--- config.mk ---
export PLATFORM = sky130hd
export DESIGN_NAME = qvr_ctrl
export DESIGN_NICKNAME = d
export VERILOG_FILES = /design/src/rtl/core/assert_macros.svh /design/src/rtl/core/qvr_pkg.sv /design/src/rtl/core/qvr_ctrl.sv
export SDC_FILE = /design/constraint.sdc
export NUM_CORES = 1
export LEC_CHECK = 0
export ABC_AREA = 1
export BUFFER_PORTS_ARGS = -buffer_cell sky130_fd_sc_hd__buf_4
export CAP_MARGIN = 20
export CORE_AREA = 2 2 39 41
export DETAILED_ROUTE_END_ITERATION = 8
export DIE_AREA = 0 0 41 43
export PLACE_DENSITY = 0.69
export SLEW_MARGIN = 25
export SYNTH_ARGS = -nofsm -noshare
export SYNTH_HDL_FRONTEND = slang
export SYNTH_SLANG_ARGS = --single-unit
--- constraint.sdc ---
create_clock -name clock -period 2.2 [get_ports clock]
set_input_delay 0.11 -clock clock [delete_from_list [all_inputs] [get_ports clock]]
set_output_delay 0.11 -clock clock [all_outputs]
set_load 0.02 [all_outputs]
--- src/rtl/core/assert_macros.svh ---
// assertion macros used by quaternion_vector_rotator
// each macro expands to one labeled concurrent assertion on clock, qualified by reset
`ifndef ASSERT_MACROS_SVH
`define ASSERT_MACROS_SVH

// same-cycle implication
`define QVR_ASSERT_NOW(name, ante, cons, msg) \
   name: assert property (@(posedge clock) disable iff (reset) (ante) |-> (cons)) \
      else $error(msg);

// next-cycle implication
`define QVR_ASSERT_NEXT(name, ante, cons, msg) \
   name: assert property (@(posedge clock) disable iff (reset) (ante) |=> (cons)) \
      else $error(msg);

`endif

--- src/rtl/core/qvr_pkg.sv ---
// types, constants and step tables for the quaternion vector rotator
// used by qvr_ctrl, qvr_datapath and quaternion_vector_rotator
package qvr_pkg;

   localparam int PROD_W = 64;   // full 32x32 product
   localparam int TERM_W = 35;   // product after the q30 or q29 shift
   localparam int ACC_W  = 36;   // sum of up to four terms
   localparam int WIDE_W = 38;   // headroom for matrix entries and sign scaling
   localparam int STEP_W = 4;

   localparam logic signed [31:0] ONE_Q30 = 32'sh4000_0000;

   localparam logic [STEP_W-1:0] COMPOSE_LAST = 4'd15;
   localparam logic [STEP_W-1:0] SQUARE_LAST  = 4'd8;
   localparam logic [STEP_W-1:0] ROTATE_LAST  = 4'd8;

   // products of quaternion components kept for the matrix build
   localparam logic [3:0] SQ_XX = 4'd0;
   localparam logic [3:0] SQ_YY = 4'd1;
   localparam logic [3:0] SQ_ZZ = 4'd2;
   localparam logic [3:0] SQ_XY = 4'd3;
   localparam logic [3:0] SQ_XZ = 4'd4;
   localparam logic [3:0] SQ_YZ = 4'd5;
   localparam logic [3:0] SQ_XW = 4'd6;
   localparam logic [3:0] SQ_YW = 4'd7;
   localparam logic [3:0] SQ_ZW = 4'd8;

   // quaternion component indexes
   localparam logic [1:0] QI_X = 2'd0;
   localparam logic [1:0] QI_Y = 2'd1;
   localparam logic [1:0] QI_Z = 2'd2;
   localparam logic [1:0] QI_W = 2'd3;

   typedef enum logic [3:0] {
      ST_IDLE,
      ST_COMPOSE,
      ST_QDRAIN,
      ST_SQUARE,
      ST_SDRAIN,
      ST_MATRIX,
      ST_ROTATE,
      ST_RDRAIN,
      ST_RESULT
   } state_type;

   typedef enum logic [1:0] {
      PH_COMPOSE,
      PH_SQUARE,
      PH_ROTATE
   } phase_type;

   typedef struct packed {
      logic              capture;
      logic              issue;
      phase_type         phase;
      logic [STEP_W-1:0] step;
      logic              build;
      logic              out_load;
   } cmd_type;

   typedef struct packed {
      logic [1:0] a_idx;
      logic [1:0] b_idx;
      logic       neg;
   } comp_op_type;

   typedef struct packed {
      logic [1:0] a_idx;
      logic [1:0] b_idx;
   } sq_op_type;

   // hamilton product q * p, four terms per component, x y z w order
   function automatic comp_op_type compose_op(input logic [STEP_W-1:0] step);
      comp_op_type op;
      unique case (step)
         4'd0:    op = '{QI_Y, QI_Z, 1'b0};
         4'd1:    op = '{QI_Z, QI_Y, 1'b1};
         4'd2:    op = '{QI_X, QI_W, 1'b0};
         4'd3:    op = '{QI_W, QI_X, 1'b0};
         4'd4:    op = '{QI_Z, QI_X, 1'b0};
         4'd5:    op = '{QI_X, QI_Z, 1'b1};
         4'd6:    op = '{QI_Y, QI_W, 1'b0};
         4'd7:    op = '{QI_W, QI_Y, 1'b0};
         4'd8:    op = '{QI_X, QI_Y, 1'b0};
         4'd9:    op = '{QI_Y, QI_X, 1'b1};
         4'd10:   op = '{QI_Z, QI_W, 1'b0};
         4'd11:   op = '{QI_W, QI_Z, 1'b0};
         4'd12:   op = '{QI_W, QI_W, 1'b0};
         4'd13:   op = '{QI_X, QI_X, 1'b1};
         4'd14:   op = '{QI_Y, QI_Y, 1'b1};
         4'd15:   op = '{QI_Z, QI_Z, 1'b1};
         default: op = '{QI_X, QI_X, 1'b0};
      endcase
      return op;
   endfunction

   // component pairs in SQ_* order
   function automatic sq_op_type square_op(input logic [STEP_W-1:0] step);
      sq_op_type op;
      unique case (step)
         SQ_XX:   op = '{QI_X, QI_X};
         SQ_YY:   op = '{QI_Y, QI_Y};
         SQ_ZZ:   op = '{QI_Z, QI_Z};
         SQ_XY:   op = '{QI_X, QI_Y};
         SQ_XZ:   op = '{QI_X, QI_Z};
         SQ_YZ:   op = '{QI_Y, QI_Z};
         SQ_XW:   op = '{QI_X, QI_W};
         SQ_YW:   op = '{QI_Y, QI_W};
         SQ_ZW:   op = '{QI_Z, QI_W};
         default: op = '{QI_X, QI_X};
      endcase
      return op;
   endfunction

   // matrix walk is row major: column is step mod 3
   function automatic logic [1:0] rot_col(input logic [STEP_W-1:0] step);
      logic [1:0] col;
      unique case (step)
         4'd0, 4'd3, 4'd6: col = 2'd0;
         4'd1, 4'd4, 4'd7: col = 2'd1;
         4'd2, 4'd5, 4'd8: col = 2'd2;
         default:          col = 2'd0;
      endcase
      return col;
   endfunction

   function automatic logic [1:0] rot_row(input logic [STEP_W-1:0] step);
      logic [1:0] row;
      unique case (step)
         4'd0, 4'd1, 4'd2: row = 2'd0;
         4'd3, 4'd4, 4'd5: row = 2'd1;
         4'd6, 4'd7, 4'd8: row = 2'd2;
         default:          row = 2'd0;
      endcase
      return row;
   endfunction

   function automatic logic signed [31:0] sat32(input logic signed [WIDE_W-1:0] v);
      logic [WIDE_W-32:0] top;
      logic signed [31:0] r;
      top = v[WIDE_W-1:31];
      if (&top || ~|top) begin
         r = v[31:0];
      end else begin
         r = {v[WIDE_W-1], {31{~v[WIDE_W-1]}}};
      end
      return r;
   endfunction

endpackage

--- src/rtl/core/qvr_ctrl.sv ---
// sequencer for the quaternion vector rotator: walks compose, square, matrix
// and rotate steps and owns both handshakes; uses qvr_pkg
module qvr_ctrl (
   input  logic              clock,
   input  logic              reset,
   input  logic              req_valid,
   input  logic              req_op,
   output logic              req_stall,
   output logic              rsp_valid,
   input  logic              rsp_stall,
   output qvr_pkg::cmd_type  cmd
);

   qvr_pkg::state_type           state_ff, state_in;
   logic [qvr_pkg::STEP_W-1:0]   step_ff, step_in;
   logic                         rsp_valid_ff, rsp_valid_in;
   logic                         out_free;
   logic                         accept;

   assign out_free = !rsp_valid_ff || !rsp_stall;
   assign accept   = req_valid && (state_ff == qvr_pkg::ST_IDLE);

   // next state
   always_comb begin
      state_in = state_ff;
      unique case (state_ff)
         qvr_pkg::ST_IDLE: begin
            if (accept) begin
               state_in = req_op ? qvr_pkg::ST_COMPOSE : qvr_pkg::ST_ROTATE;
            end
         end
         qvr_pkg::ST_COMPOSE: begin
            if (step_ff == qvr_pkg::COMPOSE_LAST) state_in = qvr_pkg::ST_QDRAIN;
         end
         qvr_pkg::ST_QDRAIN: state_in = qvr_pkg::ST_SQUARE;
         qvr_pkg::ST_SQUARE: begin
            if (step_ff == qvr_pkg::SQUARE_LAST) state_in = qvr_pkg::ST_SDRAIN;
         end
         qvr_pkg::ST_SDRAIN: state_in = qvr_pkg::ST_MATRIX;
         qvr_pkg::ST_MATRIX: state_in = qvr_pkg::ST_ROTATE;
         qvr_pkg::ST_ROTATE: begin
            if (step_ff == qvr_pkg::ROTATE_LAST) state_in = qvr_pkg::ST_RDRAIN;
         end
         qvr_pkg::ST_RDRAIN: state_in = qvr_pkg::ST_RESULT;
         qvr_pkg::ST_RESULT: begin
            if (out_free) state_in = qvr_pkg::ST_IDLE;
         end
         default: state_in = qvr_pkg::ST_IDLE;
      endcase
   end

   // outputs
   always_comb begin
      cmd.capture  = accept;
      cmd.issue    = state_ff inside {qvr_pkg::ST_COMPOSE, qvr_pkg::ST_SQUARE,
                                      qvr_pkg::ST_ROTATE};
      cmd.step     = step_ff;
      cmd.build    = (state_ff == qvr_pkg::ST_MATRIX);
      cmd.out_load = (state_ff == qvr_pkg::ST_RESULT) && out_free;
      unique case (state_ff)
         qvr_pkg::ST_COMPOSE: cmd.phase = qvr_pkg::PH_COMPOSE;
         qvr_pkg::ST_SQUARE:  cmd.phase = qvr_pkg::PH_SQUARE;
         default:             cmd.phase = qvr_pkg::PH_ROTATE;
      endcase
      req_stall    = (state_ff != qvr_pkg::ST_IDLE);
      rsp_valid    = rsp_valid_ff;
      // step restarts whenever the state changes
      step_in      = (cmd.issue && state_in == state_ff) ? step_ff + 4'd1 : '0;
      rsp_valid_in = cmd.out_load || (rsp_valid_ff && rsp_stall);
   end

   always_ff @(posedge clock) begin
      if (reset) begin
         state_ff     <= qvr_pkg::ST_IDLE;
         step_ff      <= '0;
         rsp_valid_ff <= 1'b0;
      end else begin
         state_ff     <= state_in;
         step_ff      <= step_in;
         rsp_valid_ff <= rsp_valid_in;
      end
   end

endmodule

Word-level counts from Yosys, hierarchy flattened
Index checks and enable logic that the tools add are counted.
Word-level totals
  input port bits: 5
  latch bits: 0
  word-level logic and storage cells: 36
  ROM bits: 0
  memories: 0
  output and inout bits: 12
  bits in registers: 9
  RAM bits: 0
Operators by class
  add/subtract/negate cells: 1
  multipliers: 0
  reduce and logical (&&, ||, !) cells: 12
  shift operators: 0
  equal/unequal tests: 11
  divide/modulo/power cells: 0
  magnitude comparators: 0
  multiplexer cells: 8
  bitwise logic cells: 1
Operators with widths (count)
  one-hot mux 4 bit (9 select lines): 1
  two-way mux 4 bit: 5
  == test 4 x 3 -> 1 bit (second input constant): 4
  == test 4 bit (second input constant): 3
  == test 4 x 2 -> 1 bit (second input constant): 2
  adder 4 x 1 -> 4 bit (second input constant): 1
  == test 4 x 1 -> 1 bit (second input constant): 1
  == test 4 bit: 1
  logical AND 1 bit: 4
  zero test 4 bit: 1
  one-hot mux 2 bit (2 select lines): 1
  nonzero test 4 bit: 1
  two-way mux 3 bit: 1
  nonzero test 3 bit: 1
  zero test 1 bit: 2
  logical OR 1 bit: 2
  OR reduction 2 bit: 1
  NOT 1 bit: 1

Depth between registers and ports, before layout
Gate-level depths: netlist (run 1).
  depth after elaboration: 8
  depth in mapped cells: 8
  depth with buffers taken out: 8

Worst setup path after synthesis (run 1)
Ideal clock, no wire load.
  kind: register -> register
  start: register step_ff[0] (netlist bit)
  end: register step_ff[0] (netlist bit)
  path buffers: 0
  stages on the path, launching flop included: 7
  data required time: 2069 ps
  path slack: 859 ps
  library setup time: 131 ps
  arrival time: 1210 ps
  clock period less this slack: 1341 ps
  path through: dfxtp_1 > ha_1 > nand3_1 > nand4_1 > nand2_1 > a31oi_2 > nor3_1
Between the ends
  word-level cells in the longest chain between the ends: 7
  elaborated cells between the ends (all ways): 11
  classes of those cells: add/sub: 1; eq/ne: 3; mux: 4; bitwise: 1; reduce/logical: 2
Ends and longest elaborated chain
  start: declaration: RTL line qvr_ctrl.sv:15  | logic [qvr_pkg::STEP_W-1:0] step_ff, step_in;
  start signal: assignment: RTL line qvr_ctrl.sv:79  | step_ff <= step_in;
  == test 4 bit (on tied branches): RTL line qvr_ctrl.sv:37, qvr_ctrl.sv:42, qvr_ctrl.sv:33
  two-way mux 4 bit (on tied branches): RTL line qvr_ctrl.sv:42, qvr_ctrl.sv:33, qvr_ctrl.sv:37
  one-hot mux 4 bit (9 select lines): RTL line qvr_ctrl.sv:26  | unique case (state_ff)
  == test 4 bit: RTL line qvr_ctrl.sv:68  | step_in = (cmd.issue && state_in == state_ff) ? step_ff + 4'd1 : '0;
  logical AND 1 bit: RTL line qvr_ctrl.sv:68
  NOT 1 bit (no line)
  OR reduction 2 bit (no line)
Several ways; a longest one is shown, not always the timed one.
A chain may end at the register's enable or synchronous reset.

==> impl_metrics.py, run 1 <==
metrics = {
    "clock_tree": {
        "ctsHoldBuffers": 0,
        "cts-root-buf": "clkbuf_4",
        "cts_sinks": 9,
        "clk_transition_reported_paths_ns": 0.06,
        "clock_latency_ns": 0.27,
        "post-cts-setup-buffer-count": 0,
        "clockBufferDepth": 2,
        "numCtsBuffers": 3,
        "cts-resized-gates": 0,
        "htreeDepth": 1,
        "cts_tree": "yes",
    },
    "critical_path": {
        "crit_fanout": 7,
        "r2r-start": "state_ff[0]",
        "worst_setup_path_start_kind": "register",
        "regToRegSetupSlack_ns": 0.85,
        "cp-end-kind": "output pin",
        "worst-setup-path-type": "register to output pin",
        "crit_arrival_ns": 1.46,
        "r2r_end": "step_ff[1]",
        "r2r_cells": 5,
        "required_ns": 2.09,
    },
    "synth": {
        "synth_area_sq_um": 574,
        "yosysSeqAreaShare": 0.314,
        "synth-seq-cells": 9,
        "yosysTopAreaCellShare": 0.314,
        "ys_types": 22,
        "synthCells": 85,
        "synthTopCellsByArea": "dfxtp_1, inv_1, nand2_1",
        "ys_warn_count": 0,
        "syn_avg_cell_area_sq_um": 6.76,
        "syn_nets": 92,
        "synth_top_area_cell": "dfxtp_1",
    },
    "route": {
        "routed_wirelength_um": 1240,
        "drtAntennaViolNets": 0,
        "post_drt_via_cell_ratio": 4.84,
        "drt_pass1_iterations": 4,
        "num_vias": 581,
        "drt_iter0_drc": 10,
        "routedWlPerCell_um": 10.3,
        "post-route-drc-count": 0,
    },
    "grt": {
        "grt_usage": 0.171,
        "antenna_found_initial": 0,
        "overflow": 0,
        "grt_max_degree": 10,
        "grt_pass1_wl_um": 1990,
        "grt_pass1_vias": 525,
    },
    "place": {
        "hpwlAfterDp_um": 1050,
        "gp_congestion": 0.881,
        "portBuffers": 16,
        "pre_cts_ws_ns": 0.870,
    },
    "layout": {
        "fillers": 150,
        "layout-area-overhead-vs-synth_pct": 27.7,
        "drive_above_1_share": 0.269,
        "final_cell_mix": "inv_1, buf_4, nand2_1",
        "final_net_count": 112,
        "antenna_cells": 0,
        "final_common_cell": "inv_1",
    },
    "sta": {
        "slew_headroom": 0.827,
        "hold_viol_final": 0,
        "slew_violations": 0,
        "setup_ws_ns": 0.631,
        "finalCriticalPeriod_ns": 1.57,
        "rsz0062_at_grt": "no",
        "tns_ns": 0,
        "worst_pin_slew_ns": 0.259,
        "finClkSkew_ns": 0.000673,
        "finalCritPeriodShare": 0.713,
        "fmax_ghz": 0.637,
        "setup_viol": 0,
    },
    "min_path": {
        "min_path_cells": 2,
        "hold_end": "rsp_valid",
        "holdCritStartpoint": "reset",
        "hold_path.class": "input pin to register",
    },
    "floorplan": {
        "die_w_um": 41,
        "start_util": 0.415,
        "std_cell_rows": 14,
        "die_height_um": 43,
        "dieArea_sq_um": 1760,
        "core_sq_um": 1380,
        "io_pins": 17,
    },
    "power": {
        "leakage_nw": 0.373,
        "power_w": 0.000635,
        "powerDensity_nw_per_um2": 866,
        "vdd_ir_drop_max_mv": 0.403,
    },
    "status": {
        "status": "completed",
    },
    "run": {
        "cap_violations": 0,
    },
}
-- report_power, final --
| part | switching, W | internal [W] |
|---|---|---|
| registers | 0.0000263 | 0.000181 |
| logic | 0.000184 | 0.000113 |
| clock network | 0.0000602 | 0.0000701 |
-- sequential cells by signal, summed over array words and instances (netlist names) --
name	count
rsp_valid	1
state_ff	4
step_ff	4
-- per-stage QoR --
stage	cells	utilization	hold slack (ns)	instance area, sq um
floorplan	85	-	0.179	574
global placement	116	0.511	0.327	707
detailed placement	116	0.511	0.322	707
CTS	120	0.530	0.0314	733
global route	120	0.530	0.0365	733
finish	120	0.530	0.0470	733
-- critical path, stage by stage (launching register included) --
cell and delay, ns:
dfxtp_1 0.37, nor2_2 0.22, inv_1 0.09, nor3_1 0.20, inv_1 0.08, nor2_1 0.09
buf_4 0.14
-- cell type report --
class | count | area (sq um) | share of cell area
Tap cell | 16 | 20.0 | 0.0273
Clock buffer | 4 | 26.3 | 0.0358
Timing Repair Buffer | 16 | 120 | 0.164
Sequential cell | 9 | 180 | 0.246
Inverter | 20 | 75.1 | 0.102
Multi-Input combinational cell | 55 | 312 | 0.425
-- how the worst max path moves through the flow --
stage	start	end	slack (ns)
5_1_grt	state_ff[0]	cmd[0]	0.44
3_3_place_gp	state_ff[0]	step_ff[1]	0.86
4_1_cts	state_ff[0]	cmd[0]	0.61
3_5_place_dp	step_ff[0]	step_ff[1]	0.87
2_1_floorplan	step_ff[0]	step_ff[0]	0.86
6_report	state_ff[0]	cmd[0]	0.63
-- cells by family (layout without fill, tap and decap cells) --
group / Yosys count / after routing / share of synthesized area
buf+inv: 21 / 40 / 0.144
fa+ha+maj: 2 / 2 / 0.0436
simple gates: 43 / 43 / 0.368
flops: 9 / 9 / 0.314
xor+xnor: 2 / 2 / 0.0305
compound gates: 8 / 8 / 0.100
-- Yosys cell counts --
library cell and instances:
o21ai_0 1, inv_2 1, ha_1 2, nor2_1 9, nand4_1 4, nor2_2 3, nor3_1 7, a21oi_1 3
xor2_1 1, buf_4 1, a32oi_1 1, nand3_2 1, xnor2_1 1, dfxtp_1 9, nand2_2 1, nand3_1 6
nor2_4 1, a21oi_2 1, o211ai_1 1, a31oi_2 1, nand2_1 11, inv_1 19
-- metal layers --
metal | track usage | share of wire | wire length (um) | vias up
met5 | 0 | 0 | 0 | -
met4 | 0.0800 | 0.015 | 19 | 0
met3 | 0.0785 | 0.062 | 77 | 3
met2 | 0.266 | 0.47 | 579 | 13
met1 | 0.187 | 0.45 | 562 | 251
li1 | - | - | - | 314
(Power assumes the default switching activity.)
==> run 2: changes to the inputs <==
--- a/config.mk
+++ b/config.mk
@@ -8,10 +8,10 @@
 export ABC_AREA = 1
 export BUFFER_PORTS_ARGS = -buffer_cell sky130_fd_sc_hd__buf_4
 export CAP_MARGIN = 20
-export CORE_AREA = 2 2 39 41
+export CORE_MARGIN = 2
+export CORE_UTILIZATION = 43
 export DETAILED_ROUTE_END_ITERATION = 8
-export DIE_AREA = 0 0 41 43
-export PLACE_DENSITY = 0.69
+export PLACE_DENSITY = 0.71
 export SLEW_MARGIN = 25
 export SYNTH_ARGS = -nofsm -noshare
 export SYNTH_HDL_FRONTEND = slang
==> constraint.sdc (replaced) <==
create_clock -name clock -period 1.35 [get_ports clock]
set_input_delay 0.0675 -clock clock [delete_from_list [all_inputs] [get_ports clock]]
set_output_delay 0.0675 -clock clock [all_outputs]
set_load 0.02 [all_outputs]
==> run 2 against run 1 <==
The flow now finishes with violations (setup timing); design area rose by 12%; wire length rose by 9.8%; largest power group unchanged; sequential share of layout area fell by 1.2 points; global-route usage rose by 1.8 points; final cell count rose by 3.3%; setup slack got worse by 0.63 ns; power rose by 87%.
==> impl_metrics.py, run 2 (same netlist as run 1, synthesis figures left out) <==
metrics = {
    "layout": {
        "fin_area_sq_um": 818,
        "drive_above_1_share": 0.394,
        "final_common_cell": "buf_4",
        "fin_util": 0.645,
        "layout-area-overhead-vs-synth_pct": 42.5,
        "final_net_count": 117,
        "final_cell_mix": "buf_4, inv_1, nand2_1",
        "antenna_cells": 0,
    },
    "route": {
        "routed_wirelength_um": 1360,
        "post_drt_via_cell_ratio": 5.12,
        "drtAntennaViolNets": 0,
        "drt_iter0_drc": 18,
        "post-route-drc-count": 0,
        "num_vias": 635,
        "drt_pass1_iterations": 4,
        "routedWlPerCell_um": 11.0,
    },
    "grt": {
        "grt_usage": 0.188,
        "grt_pass1_vias": 471,
        "grt_pass1_wl_um": 1970,
        "antenna_found_initial": 0,
        "grt_max_degree": 10,
        "overflow": 0,
    },
    "floorplan": {
        "die_w_um": 40.5,
        "core_sq_um": 1270,
        "die_height_um": 40.5,
        "std_cell_rows": 13,
        "io_pins": 17,
        "start_util": 0.453,
        "dieArea_sq_um": 1640,
    },
    "power": {
        "p_int_w": 0.000678,
        "vdd_ir_drop_max_mv": 0.774,
        "seqPwrFrac": 0.298,
        "power_w": 0.00119,
        "swShare": 0.429,
        "combPwrFrac": 0.518,
        "p_sw_w": 0.000509,
        "leakage_nw": 0.403,
        "powerDensity_nw_per_um2": 1450,
        "clkPwrFrac": 0.184,
    },
    "sta": {
        "setup_viol": 1,
        "finalCritPeriodShare": 1.00,
        "hold_viol_final": 0,
        "slew_violations": 0,
        "finalCriticalPeriod_ns": 1.35,
        "rsz0062_at_grt": "yes",
        "worst_pin_slew_ns": 0.230,
        "slew_headroom": 0.846,
        "fmax_ghz": 0.739,
        "hold_slack_ns": 0.0703,
        "setup_ws_ns": -0.00342,
        "finClkSkew_ns": 0.00416,
    },
    "critical_path": {
        "required_ns": 1.28,
        "cp-end-kind": "output pin",
        "r2r_end": "step_ff[1]",
        "regToRegSetupSlack_ns": 0.01,
        "crit_fanout": 4,
        "worst_setup_path_start_kind": "register",
        "cp_top_family": "simple AND/OR/NAND/NOR gates",
        "cp_slowest_stage_delay_ns": 0.36,
        "crit_arrival_ns": 1.29,
        "cp_cell_sequence": "nor2_4, inv_2, nor3_2, inv_1, nor2_1, buf_4",
        "slowest_stage": "dfxtp_4",
        "worst-setup-path-type": "register to output pin",
        "critPathBufInv": 3,
        "r2r_cells": 6,
        "r2r-start": "step_ff[1]",
    },
    "min_path": {
        "holdCritStartpoint": "rsp_stall",
        "min_path_cells": 3,
        "hold_end": "rsp_valid",
        "hold_path.class": "input pin to register",
    },
    "place": {
        "portBuffers": 16,
        "gp_congestion": 0.844,
        "placed_cell_area_sq_um": 713,
        "hpwlAfterDp_um": 975,
    },
    "clock_tree": {
        "cts_sinks": 9,
        "clockBufferDepth": 2,
        "cts-root-buf": "clkbuf_4",
        "cts_tree": "yes",
        "numCtsBuffers": 3,
        "clk_transition_reported_paths_ns": 0.06,
        "htreeDepth": 1,
        "clock_latency_ns": 0.27,
    },
    "run": {
        "cap_violations": 0,
    },
    "status": {
        "violations": "setup timing",
        "status": "complete, but fails checks",
    },
}
[run 2: cell count changes in the layout (fill, tap and decap cells not counted), moves of 2 or more]
cell	previous run	this run
buf_4	16	19
dfxtp_2	0	3
dfxtp_1	9	4
dfxtp_4	0	2
nor3_1	7	3
nor3_2	0	4
[run 2: what timing repair did]
item	4_1_cts	5_1_grt
hold buffers	1	0
setup endpoints to repair	5	9
cloned	0	1
pin swaps	0	3
buffers inserted	0	2
resized for setup	4	12
endpoints found under the hold margin	1	0
[run 2: layout make-up]
class	instances	area [sq um]
Clock buffer	4	26.3
Fill cell	112	450
Inverter	20	75.1
Multi-Input combinational cell	56	354
Sequential cell	9	191
Tap cell	15	18.8
Timing Repair Buffer	20	153
[run 2: worst max-delay path by stage]
stage                      startpoint    endpoint  cells after the start
after CTS                 state_ff[1]      cmd[0]                      6
after global routing       step_ff[1]  step_ff[1]                      6
final                     state_ff[0]      cmd[0]                      6
after global placement     step_ff[0]  step_ff[0]                      7
after detailed placement   step_ff[0]  step_ff[0]                      7
after floorplan            step_ff[0]  step_ff[0]                      6
[run 2: routing by layer]
layer,global-route usage,part of all wire,up-vias
li1,-,-,320
met1,0.226,0.44,290
met2,0.278,0.47,19
met3,0.0833,0.062,6
met4,0.100,0.030,0
met5,0,0,-
[run 2: worst register-to-register path: stages, from the launching register on]
cell,delay (ns)
dfxtp_1,0.39
ha_1,0.21
nand3_1,0.12
nand4_1,0.11
nand2_1,0.09
a31oi_4,0.23
nor3_1,0.08
[run 2: power by group through the flow]
stage / clock network, W / logic (W) / registers [W]
floorplan: 0 / 0.000342 / 0.000344
global placement: 0 / 0.000501 / 0.000336
detailed placement: 0 / 0.000502 / 0.000337
CTS: 0.000221 / 0.000513 / 0.000341
global route: 0.000238 / 0.000678 / 0.000359
finish: 0.000218 / 0.000615 / 0.000354
[run 2: per-stage QoR]
step	setup WS, ns	setup TNS (ns)	cells
floorplan	0.00912	0	85
global placement	0.0195	0	116
detailed placement	-0.0155	-0.0239	116
CTS	-0.0223	-0.0223	121
global route	-0.0891	-0.511	124
finish	-0.00342	-0.00342	124
